## config.mk

```make
export PLATFORM = sky130hd
export DESIGN_NAME = quicksort_first_pivot
export DESIGN_NICKNAME = d
export VERILOG_FILES = /design/src/rtl/core/qfp_pkg.sv /design/src/rtl/core/qfp_ram.sv /design/src/rtl/core/quicksort_first_pivot.sv
export SDC_FILE = /design/constraint.sdc
export NUM_CORES = 2
export LEC_CHECK = 0
export BUFFER_PORTS_ARGS = -buffer_cell sky130_fd_sc_hd__buf_2
export CORE_MARGIN = 4
export CORE_UTILIZATION = 55
export DETAILED_ROUTE_END_ITERATION = 6
export PLACE_DENSITY = 0.72
export SLEW_MARGIN = 20
export SYNTH_ARGS = -nofsm -noshare
export SYNTH_HDL_FRONTEND = slang
export SYNTH_SLANG_ARGS = --single-unit
```

## constraint.sdc

```tcl
create_clock -name clk -period 12.5 [get_ports clk]
set_input_delay 2.5 -clock clk [delete_from_list [all_inputs] [get_ports clk]]
set_output_delay 2.5 -clock clk [all_outputs]
set_load 0.005 [all_outputs]
```

## src/rtl/core/qfp_pkg.sv

```systemverilog
// shared constants for the quicksort first-pivot sorter
package qfp_pkg;

	// store size and derived widths
	localparam int MAX_ELEMENTS = 64;
	localparam int DATA_W       = 32;
	localparam int IDX_W        = $clog2(MAX_ELEMENTS);
	localparam int CNT_W        = $clog2(MAX_ELEMENTS + 1);
	localparam int ENTRY_W      = 2 * IDX_W;

	localparam logic [CNT_W-1:0] MAX_CNT = CNT_W'(MAX_ELEMENTS);

endpackage

```

## src/rtl/core/qfp_ram.sv

```systemverilog
// generic single write, single registered read memory
module qfp_ram #(
	parameter int WIDTH  = 32,
	parameter int DEPTH  = 64,
	parameter int ADDR_W = $clog2(DEPTH)
) (
	input  logic              clk,
	input  logic              we,
	input  logic [ADDR_W-1:0] waddr,
	input  logic [WIDTH-1:0]  wdata,
	input  logic              re,
	input  logic [ADDR_W-1:0] raddr,
	output logic [WIDTH-1:0]  rdata
);

	logic [WIDTH-1:0] mem [DEPTH];

	// write port
	always_ff @(posedge clk) begin
		if (we) begin
			mem[waddr] <= wdata;
		end
	end

	// registered read port
	always_ff @(posedge clk) begin
		if (re) begin
			rdata <= mem[raddr];
		end
	end

endmodule

```

## src/rtl/core/quicksort_first_pivot.sv

```systemverilog
// Sorter: loads signed 32-bit values until one is flagged tlast, sorts them by quicksort
// with the first element of each range as pivot, then streams them out in ascending order
// with tlast on the final value. Up to 64 values are kept; values beyond that are dropped,
// but a dropped value flagged tlast still starts the sort. Loading accepts one value per
// cycle. The sort runs through an element memory with one write port and one registered
// read port: each range is popped and its pivot read, the scans compare and swap values,
// then the pivot is placed and the sub-ranges are pushed. Already sorted input is the worst
// case. Each output value is read from memory and then held until the sink takes it. No
// input is taken while sorting or sending.
module quicksort_first_pivot (
	input  logic                        clk,
	input  logic                        arst_n,
	input  logic                        s_axis_tvalid,
	output logic                        s_axis_tready,
	input  logic [qfp_pkg::DATA_W-1:0]  s_axis_tdata,   // [31:0] value
	input  logic                        s_axis_tlast,   // final_item
	output logic                        m_axis_tvalid,
	input  logic                        m_axis_tready,
	output logic [qfp_pkg::DATA_W-1:0]  m_axis_tdata,   // [31:0] sorted_value
	output logic                        m_axis_tlast    // end_of_run
);

	import qfp_pkg::*;

	// sequencer states
	localparam logic [3:0] S_LOAD   = 4'd0;
	localparam logic [3:0] S_START  = 4'd1;
	localparam logic [3:0] S_POP    = 4'd2;
	localparam logic [3:0] S_POPW   = 4'd3;
	localparam logic [3:0] S_PIVW   = 4'd4;
	localparam logic [3:0] S_SCANI  = 4'd5;
	localparam logic [3:0] S_SCANIW = 4'd6;
	localparam logic [3:0] S_SCANJ  = 4'd7;
	localparam logic [3:0] S_SCANJW = 4'd8;
	localparam logic [3:0] S_CHK    = 4'd9;
	localparam logic [3:0] S_SWAP2  = 4'd10;
	localparam logic [3:0] S_FIN2   = 4'd11;
	localparam logic [3:0] S_PUSH2  = 4'd12;
	localparam logic [3:0] S_ORD    = 4'd13;
	localparam logic [3:0] S_OSHOW  = 4'd14;

	logic [3:0]        state_q;
	logic [CNT_W-1:0]  count_q;
	logic [CNT_W-1:0]  depth_q;
	logic [CNT_W-1:0]  lo_q;
	logic [CNT_W-1:0]  hi_q;
	logic [CNT_W-1:0]  i_q;
	logic [CNT_W-1:0]  j_q;
	logic [CNT_W-1:0]  k_q;
	logic [DATA_W-1:0] pk_q;
	logic [DATA_W-1:0] vi_q;
	logic [DATA_W-1:0] vj_q;

	// element memory port
	logic              e_we;
	logic [IDX_W-1:0]  e_waddr;
	logic [DATA_W-1:0] e_wdata;
	logic              e_re;
	logic [IDX_W-1:0]  e_raddr;
	logic [DATA_W-1:0] e_rdata;

	// range stack port
	logic               r_we;
	logic [IDX_W-1:0]   r_waddr;
	logic [ENTRY_W-1:0] r_wdata;
	logic               r_re;
	logic [IDX_W-1:0]   r_raddr;
	logic [ENTRY_W-1:0] r_rdata;

	logic              in_acc;
	logic              out_acc;
	logic [CNT_W-1:0]  pop_lo;
	logic [CNT_W-1:0]  pop_hi;
	logic [CNT_W-1:0]  p_inc;
	logic [CNT_W-1:0]  p_dec;
	logic [CNT_W-1:0]  n_dec;
	logic [CNT_W-1:0]  depth_dec;
	logic              push_hi_ok;
	logic              push_lo_ok;
	logic              rd_le_pk;

	assign in_acc    = s_axis_tvalid && s_axis_tready;
	assign out_acc   = m_axis_tvalid && m_axis_tready;
	assign pop_lo    = CNT_W'(r_rdata[ENTRY_W-1:IDX_W]);
	assign pop_hi    = CNT_W'(r_rdata[IDX_W-1:0]);
	assign p_inc     = j_q + 1'b1;
	assign p_dec     = j_q - 1'b1;
	assign n_dec     = count_q - 1'b1;
	assign depth_dec = depth_q - 1'b1;
	assign rd_le_pk  = $signed(e_rdata) <= $signed(pk_q);

	// only ranges of two or more are pushed, and never into a full stack
	assign push_hi_ok = (p_inc < hi_q) && (depth_q < MAX_CNT);
	assign push_lo_ok = (j_q > lo_q) && (lo_q < p_dec) && (depth_q < MAX_CNT);

	assign s_axis_tready = (state_q == S_LOAD);
	assign m_axis_tvalid = (state_q == S_OSHOW);
	assign m_axis_tdata  = e_rdata;
	assign m_axis_tlast  = ((k_q + 1'b1) == count_q);

	qfp_ram #(
		.WIDTH (DATA_W),
		.DEPTH (MAX_ELEMENTS)
	) u_elem (
		.clk   (clk),
		.we    (e_we),
		.waddr (e_waddr),
		.wdata (e_wdata),
		.re    (e_re),
		.raddr (e_raddr),
		.rdata (e_rdata)
	);

	qfp_ram #(
		.WIDTH (ENTRY_W),
		.DEPTH (MAX_ELEMENTS)
	) u_stack (
		.clk   (clk),
		.we    (r_we),
		.waddr (r_waddr),
		.wdata (r_wdata),
		.re    (r_re),
		.raddr (r_raddr),
		.rdata (r_rdata)
	);

	// memory port control per state
	always_comb begin
		e_we    = 1'b0;
		e_waddr = '0;
		e_wdata = '0;
		e_re    = 1'b0;
		e_raddr = '0;
		r_we    = 1'b0;
		r_waddr = '0;
		r_wdata = '0;
		r_re    = 1'b0;
		r_raddr = '0;
		case (state_q)
			S_LOAD: begin
				if (in_acc && (count_q < MAX_CNT)) begin
					e_we    = 1'b1;
					e_waddr = count_q[IDX_W-1:0];
					e_wdata = s_axis_tdata;
				end
			end
			S_START: begin
				r_we    = (count_q > CNT_W'(1));
				r_waddr = '0;
				r_wdata = {IDX_W'(0), n_dec[IDX_W-1:0]};
			end
			S_POP: begin
				r_re    = (depth_q != '0);
				r_raddr = depth_dec[IDX_W-1:0];
			end
			S_POPW: begin
				e_re    = (pop_lo < pop_hi);
				e_raddr = pop_lo[IDX_W-1:0];
			end
			S_SCANI: begin
				e_re    = (i_q <= hi_q);
				e_raddr = i_q[IDX_W-1:0];
			end
			S_SCANJ: begin
				e_re    = (j_q > lo_q);
				e_raddr = j_q[IDX_W-1:0];
			end
			S_CHK: begin
				// swap first half, or move the j value into the pivot slot
				e_we    = 1'b1;
				e_wdata = vj_q;
				e_waddr = (i_q < j_q) ? i_q[IDX_W-1:0] : lo_q[IDX_W-1:0];
			end
			S_SWAP2: begin
				e_we    = 1'b1;
				e_waddr = j_q[IDX_W-1:0];
				e_wdata = vi_q;
			end
			S_FIN2: begin
				e_we    = 1'b1;
				e_waddr = j_q[IDX_W-1:0];
				e_wdata = pk_q;
				r_we    = push_hi_ok;
				r_waddr = depth_q[IDX_W-1:0];
				r_wdata = {p_inc[IDX_W-1:0], hi_q[IDX_W-1:0]};
			end
			S_PUSH2: begin
				r_we    = push_lo_ok;
				r_waddr = depth_q[IDX_W-1:0];
				r_wdata = {lo_q[IDX_W-1:0], p_dec[IDX_W-1:0]};
			end
			S_ORD: begin
				e_re    = 1'b1;
				e_raddr = k_q[IDX_W-1:0];
			end
			default: begin
			end
		endcase
	end

	// working values of the partition scans
	always_ff @(posedge clk) begin
		case (state_q)
			S_PIVW: begin
				pk_q <= e_rdata;
			end
			S_SCANIW: begin
				vi_q <= e_rdata;
			end
			S_SCANJ: begin
				if (j_q <= lo_q) begin
					vj_q <= pk_q;
				end
			end
			S_SCANJW: begin
				vj_q <= e_rdata;
			end
			default: begin
			end
		endcase
	end

	// sequencer
	always_ff @(posedge clk or negedge arst_n) begin
		if (!arst_n) begin
			state_q <= S_LOAD;
			count_q <= '0;
			depth_q <= '0;
			lo_q    <= '0;
			hi_q    <= '0;
			i_q     <= '0;
			j_q     <= '0;
			k_q     <= '0;
		end else begin
			case (state_q)
				S_LOAD: begin
					if (in_acc) begin
						if (count_q < MAX_CNT) begin
							count_q <= count_q + 1'b1;
						end
						if (s_axis_tlast) begin
							state_q <= S_START;
						end
					end
				end
				S_START: begin
					depth_q <= (count_q > CNT_W'(1)) ? CNT_W'(1) : '0;
					state_q <= S_POP;
				end
				S_POP: begin
					if (depth_q == '0) begin
						k_q     <= '0;
						state_q <= S_ORD;
					end else begin
						depth_q <= depth_dec;
						state_q <= S_POPW;
					end
				end
				S_POPW: begin
					lo_q    <= pop_lo;
					hi_q    <= pop_hi;
					i_q     <= pop_lo;
					j_q     <= pop_hi;
					state_q <= (pop_lo < pop_hi) ? S_PIVW : S_POP;
				end
				S_PIVW: begin
					state_q <= S_SCANI;
				end
				S_SCANI: begin
					state_q <= (i_q <= hi_q) ? S_SCANIW : S_SCANJ;
				end
				S_SCANIW: begin
					if (rd_le_pk) begin
						i_q     <= i_q + 1'b1;
						state_q <= S_SCANI;
					end else begin
						state_q <= S_SCANJ;
					end
				end
				S_SCANJ: begin
					state_q <= (j_q > lo_q) ? S_SCANJW : S_CHK;
				end
				S_SCANJW: begin
					if (!rd_le_pk) begin
						j_q     <= j_q - 1'b1;
						state_q <= S_SCANJ;
					end else begin
						state_q <= S_CHK;
					end
				end
				S_CHK: begin
					state_q <= (i_q < j_q) ? S_SWAP2 : S_FIN2;
				end
				S_SWAP2: begin
					state_q <= S_SCANI;
				end
				S_FIN2: begin
					if (push_hi_ok) begin
						depth_q <= depth_q + 1'b1;
					end
					state_q <= S_PUSH2;
				end
				S_PUSH2: begin
					if (push_lo_ok) begin
						depth_q <= depth_q + 1'b1;
					end
					state_q <= S_POP;
				end
				S_ORD: begin
					state_q <= S_OSHOW;
				end
				S_OSHOW: begin
					if (out_acc) begin
						if (m_axis_tlast) begin
							count_q <= '0;
							depth_q <= '0;
							state_q <= S_LOAD;
						end else begin
							k_q     <= k_q + 1'b1;
							state_q <= S_ORD;
						end
					end
				end
				default: begin
					state_q <= S_LOAD;
				end
			endcase
		end
	end

	// stack never grows past the store size
	a_depth_bound: assert property (@(posedge clk) disable iff (!arst_n)
		depth_q <= MAX_CNT)
		else $error("range stack depth out of bounds");

	// scans stay inside the range being partitioned
	a_scan_bounds: assert property (@(posedge clk) disable iff (!arst_n)
		(state_q == S_SCANI) |-> ((i_q <= (hi_q + 1'b1)) && (j_q >= lo_q) && (j_q <= hi_q)))
		else $error("partition scan left its range");

	// output index stays below the element count
	a_out_index: assert property (@(posedge clk) disable iff (!arst_n)
		m_axis_tvalid |-> (k_q < count_q))
		else $error("output index past element count");

	// after the final request the block returns to loading
	a_back_to_load: assert property (@(posedge clk) disable iff (!arst_n)
		(out_acc && m_axis_tlast) |=> (s_axis_tready && !m_axis_tvalid && (count_q == '0)))
		else $error("block did not return to loading after final value");

endmodule

```

After elaboration in Yosys (flattened, before gate mapping)
Memories as Yosys holds them, arrays and structs flattened. A register that Yosys moved wholly into a read port is not among the register bits.
Index checks and enable logic that the tools add are counted.
- input bits: 37
- flip-flop bits (word level): 147
- memories kept: 2
- output and inout port bits: 35
- word-level logic and storage cells: 137
- RAM bits: 2816
- memories (name ; words ; bits a word ; read ports ; clocked after memory_dff ; wr ports ; RTL line ; text):
    u_elem.mem ; 64 ; 32 ; 1 ; 1 ; 1 ; qfp_ram.sv:16 ; logic [WIDTH-1:0] mem [DEPTH];
    u_stack.mem ; 64 ; 12 ; 1 ; 1 ; 1 ; qfp_ram.sv:16 ;
- mux-type cells: 50
- eq/ne operators: 28
- add/subtract/negate cells: 8
- $lt $le $gt $ge: 11
- reductions and logical operators: 27
- operator list (kind ; count):
    case mux 32 bit (4 select lines) ; 1
    two-way mux 7 bit ; 12
    two-way mux 32 bit ; 2
    case mux 32 bit (2 select lines) ; 1
    case mux 7 bit (2 select lines) ; 4
    case mux 4 bit (13 select lines) ; 1
    case mux 12 bit (3 select lines) ; 1
    adder 7 x 1 -> 7 bit (second input constant) ; 5
    case mux 7 bit (5 select lines) ; 1
    <= comparator 32 bit ; 1
    == test 4 bit (second input constant) ; 7
    two-way mux 4 bit ; 6
    two-way mux 6 bit ; 4
    case mux 6 bit (4 select lines) ; 1
    case mux 6 bit (3 select lines) ; 1
    == test 4 x 3 -> 1 bit (second input constant) ; 4
    != test 2 bit (second input constant) ; 8
    <= comparator 7 x 6 -> 1 bit ; 2
    less-than comparator 7 bit (second input constant) ; 2
    subtractor 7 x 1 -> 7 bit (second input constant) ; 2
    two-way mux 1 bit ; 10
    != test 2 x 1 -> 1 bit (second input constant) ; 5
    nonzero test 2 bit ; 5
    == test 4 x 2 -> 1 bit (second input constant) ; 2
    26 further kinds ; 36

Depth between registers and ports, before layout
- word-level depth: 7
- mapped depth: 15
- gate-level depth less buffers: 12

Modules after synthesis
Synthesis repeated with hierarchy kept, for this count alone.
- cell total of the unflattened synthesis: 5660
- area, all modules: 118240.9 sq um
- modules (own cells, without submodules) (module ; cells an instance ; sequential area each (sq um) ; area an instance (sq um) ; times used):
    qfp_ram at u_elem ; 3324 ; 62459.9 ; 78835.6 ; 1
    qfp_ram at u_stack ; 1339 ; 23422.5 ; 29971.2 ; 1
    quicksort_first_pivot ; 997 ; 4159.0 ; 9434.0 ; 1

Worst setup path before layout
Ideal clock, no wire load.
- path type: input to register
- start point: input s_axis_tvalid
- end point: memory u_elem.mem[0][0], enable pin
- cell stages on the path: 8
- setup time: 421 ps
- required time: 12079 ps
- buffers on the path: 2
- arrival time: 5257 ps
- path slack: 6822 ps
- cell sequence: and3b_1 buf_2 a32oi_1 o21ai_0 a21o_1 or4_1 clkbuf_1 nor2_1
- cells in the longest elaborated chain, start to end: 6
- elaborated cells between the ends (all ways): 8
- classes of those cells: 6 x mux; 2 x reduce/logical
- RTL lines (what ; RTL line ; text):
    from (decl) ; quicksort_first_pivot.sv:13 ; input logic s_axis_tvalid,
    logical AND 1 bit (*) ; quicksort_first_pivot.sv:82 ; assign in_acc = s_axis_tvalid && s_axis_tready;
    logical AND 1 bit (*) ; quicksort_first_pivot.sv:141 ; if (in_acc && (count_q < MAX_CNT)) begin
    two-way mux 1 bit ; quicksort_first_pivot.sv:141 ;
    case mux 1 bit (2 select lines) ; quicksort_first_pivot.sv:139 ; case (state_q)
    two-way mux 1 bit ; qfp_ram.sv:20 ; if (we) begin
    two-way mux 1 bit (implied by the code) ; qfp_ram.sv:21 ; mem[waddr] <= wdata;
    to (decl) ; qfp_ram.sv:16 ;
Every way passes the cells marked *; elsewhere a longest branch is shown, timed or not.

Worst setup path in the final report
- start point: register state_q[1]
- end point: register u_elem.rdata[17], read port of u_elem.mem (data pin)
- cells in the longest elaborated chain, start to end: 2
- elaborated cells between the ends (all ways): 6
- classes of those cells: 4 x eq/ne; 2 x mux
- RTL lines (what ; RTL line ; text):
    from (decl) ; quicksort_first_pivot.sv:42 ; logic [3:0] state_q;
    from (signal assigned) ; quicksort_first_pivot.sv:264 ; state_q <= (pop_lo < pop_hi) ? S_PIVW : S_POP;
    from (signal assigned) ; quicksort_first_pivot.sv:270 ; state_q <= (i_q <= hi_q) ? S_SCANIW : S_SCANJ;
    from (signal assigned) ; quicksort_first_pivot.sv:281 ; state_q <= (j_q > lo_q) ? S_SCANJW : S_CHK;
    == test 4 bit, or another cell as far along ; quicksort_first_pivot.sv:139 ;
    case mux 6 bit (4 select lines) / case mux 1 bit (4 select lines) (equally long branches) ; quicksort_first_pivot.sv:139 ;
    to (decl) ; qfp_ram.sv:13 ; output logic [WIDTH-1:0] rdata
Several ways; a longest one is shown, not always the timed one.
A chain may end at the register's enable or synchronous reset.

==> flow_results.org <==
** Clock tree
- Once the clock tree was built, the setup fixing pass inserted 0 buffers.
- The H-tree was split into 5 levels.
- # hold bufs at CTS :: 0
- Clock tree synthesis selected as its root buffer the cell clkbuf_16.
- CTS sink count :: 3007
- Clock buffers created by TritonCTS :: 314
- Clock slew seen by the registers of the worst setup and hold paths :: 0.06 ns
- Max clock buf depth :: 4
- Clock tree from TritonCTS :: done
- Gates resized during post-CTS repair numbered 0.
- Clock latency on the worst-skew pair :: 0.99 ns

** Die
- The floorplan has 172 rows.
- Die Ht :: 479 um
- Initial Utilization :: 55.4%
- Die ar. :: 229000 um2
- Top-level I/O count :: 72
- The die is 479 um wide.
- Core region area :: 220000 um2

** Logic synthesis
- Synthesis instantiated 81 different standard cells from the library.
- Flip-flop and latch count after synthesis :: 3007
- Count of flip-flops with a built-in enable after synthesis :: 2956
- Top-area cell type share of the netlist area :: 72.8%
- Dividing the synthesized area by the synthesized cell count gives 13.8 um2.
- Synth Net Count :: 8927
- Yosys warnings :: 0
- Cell taking the most area after synthesis :: edfxtp_1
- Summing every instance area after synthesis gives 122000 um2.
- Commonest register cell after synthesis :: edfxtp_1
- Sorting the synthesized cells by area gives the leading types as edfxtp_1 (73%), nand2_1 (6.4%), nand3_1 (2.9%), mux2i_1 (2.5%), a31oi_1 (1.3%).
- Fraction of the yosys area taken by sequential cells :: 73.8%
- In the synthesized netlist the async set-or-reset flop fraction comes to 1.70%.
- Number of cells produced by synthesis :: 8815

** Placement
- Detailed placement ended at an HPWL of 205 mm.
- Number of placed instances, taps included :: 11500
- Pre-CTS setup slack :: 6.05 ns
- At the end of routability-driven placement, the weighted congestion stood at 0.961.
- The count of buffers added on input and output ports is 71.

** Worst hold path
- The path class of the tightest hold or removal check is reg -> reg.
- Hold Path Cell Cnt :: 2

** STA
- Final count of hold timing violations :: 0
- Headroom to the max-slew limit came out at 15.4%.
- Setup violations remaining at the end of the flow were counted as 0.
- Unrepaired setup endpoints after global routing :: false
- Static timing analysis puts the maximum clock frequency at 0.156 GHz.
- Post-layout min period :: 6.41 ns
- For the final routed database, the setup TNS stands at 0 ns.
- Worst setup margin :: 6.09 ns
- Portion of the clock cycle consumed by the worst path in the final layout :: 51.3%
- Max-slew violation count :: 0
- Worst-Margin Slew :: 1.27 ns
- For the final database, setup skew stands at 0.127 ns.
- Smallest hold slack :: 0.559 ns

** Global route
- Number of global-route vias before repair :: 73900
- In this run the most used layer during global routing was met2.
- Residual overflow from global routing :: 0
- Pin count of the biggest net entering global routing :: 163
- For this run, global-route usage on met2 was measured as 44.1%.
- Met1 Resource Use GR :: 42.3%
- Global-route wire length before repair :: 509 mm
- The initial antenna violation count is 36.
- Tot GR Track Use :: 30.3%
- Global routing usage on met3 :: 10.1%

** Cells and area
- Share of final-layout standard cells stronger than drive strength 1 :: 11.2%
- Final net count :: 8949
- From synthesis to final layout, the design area changed by 12.0%.
- The finished layout holds 12000 standard cells, fillers aside.

** Detailed routing
- After detailed routing, the number of remaining DRC violations is 4.
- Total length of routed wires :: 357 mm
- 1st-iter DRT viols :: 13000
- Total number of vias :: 79000
- For this run, the detailed router's first-pass iteration total came to 7.
- The count of nets left with antenna violations once routing finished came out at 0.
- Average wire per cell in the routed design :: 29.7 um
- In the routed layout, each cell is associated on average with a via count of 6.56.

** Setup path
- Worst R2R Path Depth :: 13
- Combined buffer and inverter count along the critical path :: 5
- Data on the critical path arrives at its endpoint at 7.14 ns.
- STA classifies the critical path endpoint as a flip-flop.
- Highest net fanout along the worst path :: 148
- Worst setup path class :: reg -> reg
- Stage delay of the slowest cell on the critical path :: 0.95 ns
- For the worst setup path, the data required time is 13.23 ns.
- CP most frequent cell :: buf_4
- On the critical path, the stage with the largest delay is an instance of a221oi_1.
- Ordered list of cells on the worst path :: buf_4, nor2b_4, buf_4, a32oi_4, buf_4, buf_12, buf_4, mux2i_1, mux2i_1, a32o_1, a221oi_1, o22ai_1, or3_1
- STA classifies the critical path startpoint as a flip-flop.
- The critical path runs through a total of 13 cells.
- Cell family with the largest share of critical-path delay :: buffers and inverters

** Job
- Reported max-cap violation count :: 0

** Power and ir drop
- For this design the ratio of total power to cell area is 251 nW/um2.
- The design draws 34300 uW.
- Max rail drop VDD :: 0.211 mV
- Static leakage :: 0.0474 uW

** Run status
- Status :: finished, violations left
- Violations in the final reports :: design-rule violations
==> where the power goes <==
group	total [uW]	internal, uW	switching, uW
combinational	12500	3320	9140
sequential	12800	12300	473
clock	9010	5240	3770
total	34300	20900	13400
==> cells by family (layout without fill, tap and decap cells) <==
logic type	Yosys count	count (layout)	synth area share, %
simple gates	3446	3446	12.2
flops	3007	3007	73.8
compound gates	1184	1184	6.65
buf+inv	660	909	2.40
mux	408	408	3.84
fa+ha+maj	75	75	0.769
xor+xnor	35	35	0.291
other cells	0	12	0
==> per-stage QoR <==
stage / util (%) / area (um2)
final: 62.1 / 137000
after global routing: 62.1 / 137000
after CTS: 61.9 / 136000
after detailed placement: 57.4 / 126000
after global placement: 57.4 / 126000
after floorplan: - / 122000
==> sequential cells by signal (all words and copies together), names as in the netlist <==
name and count:
count_q 7, pk_q 32, j_q 7, state_q 4, hi_q 6, u_elem.rdata 32, vi_q 32, vj_q 32
u_stack.rdata 12, depth_q 7, u_elem.mem 2048, lo_q 6, i_q 7, u_stack.mem 768, k_q 7
==> worst register-to-register path, delay by kind of cell (launching register included) <==
kind	cells	cell delay, ns
compound gates	4	1.85
buf+inv	5	3.08
flops	1	0.34
mux	2	0.47
simple gates	2	0.48
==> cells in the mapped netlist (8+ instances only) <==
cell and n:
a2111oi_0 9, a211oi_1 11, a21o_1 13, a21oi_1 123, a221o_1 12, a221oi_1 64, a22o_1 21, a22oi_1 38
a311oi_1 39, a31oi_1 262, a32o_1 57, a32oi_1 66, and3_1 193, buf_1 63, buf_2 223, buf_4 26
buf_6 9, clkbuf_1 261, dfrtp_1 51, edfxtp_1 2956, ha_1 75, inv_1 75, mux2_2 61, mux2i_1 305
mux4_2 42, nand2_1 2093, nand2b_1 12, nand3_1 707, nand3b_1 9, nand4_1 40, nor2_1 241, nor2b_1 11
nor3_1 31, nor4_1 14, o211ai_1 36, o21ai_0 207, o221ai_1 56, o22ai_1 127, or3_1 52, xnor2_1 23
xor2_1 8
==> worst paths after layout <==
path	slack [ns]	to	from
setup / recovery	6.09	u_elem.rdata[17]	state_q[1]
hold / removal	0.56	hi_q[0]	hi_q[0]
setup reg to reg	6.09	u_elem.rdata[17]	state_q[1]
hold reg to reg	0.56	hi_q[0]	hi_q[0]
max in group asynchronous	10.15	depth_q[0]	arst_n
min in group asynchronous	1.69	depth_q[1]	arst_n
==> layout make-up <==
cell class / count / area [um2]
multi-input cells: 5148 / 30400
flip-flops and latches: 3007 / 90000
clock buffers: 378 / 8210
inverters: 77 / 289
diodes: 12 / 30.0
fillers: 15700 / 83500
repair buffers: 289 / 2400
well taps: 2958 / 3700
clock inverters: 165 / 1550
==> layout by cell type (no fill, tap or decap), types with 23 or more instances in the layout <==
cell type and n:
a32o_1 56, nand4_1 40, inv_1 75, mux2_2 61
a22oi_1 38, a21oi_1 121, mux4_2 42, clkbuf_16 319
a32oi_1 65, clkbuf_1 58, nand2_1 2091, o21ai_0 165
clkinv_1 64, a311oi_1 39, nor3_1 23, o221ai_1 54
or3_1 52, dfrtp_1 48, ha_1 74, edfxtp_1 2956
o22ai_1 125, buf_4 185, nor2_4 69, bufinv_16 28
nor2_1 155, mux2i_1 305, clkinv_2 52, o211ai_1 36
a221oi_1 64, o21ai_4 41, and3_1 193, buf_2 73
nand3_1 701, a31oi_1 258
==> per-layer routing <==
layer  share of wire [%]  vias to the layer above
met5                0.15                        -
met4                 4.7                       28
met3                  15                      915
met2                  44                     5767
met1                  36                    39000
li1                    -                    33300
Power figures use the tool's default switching activity.
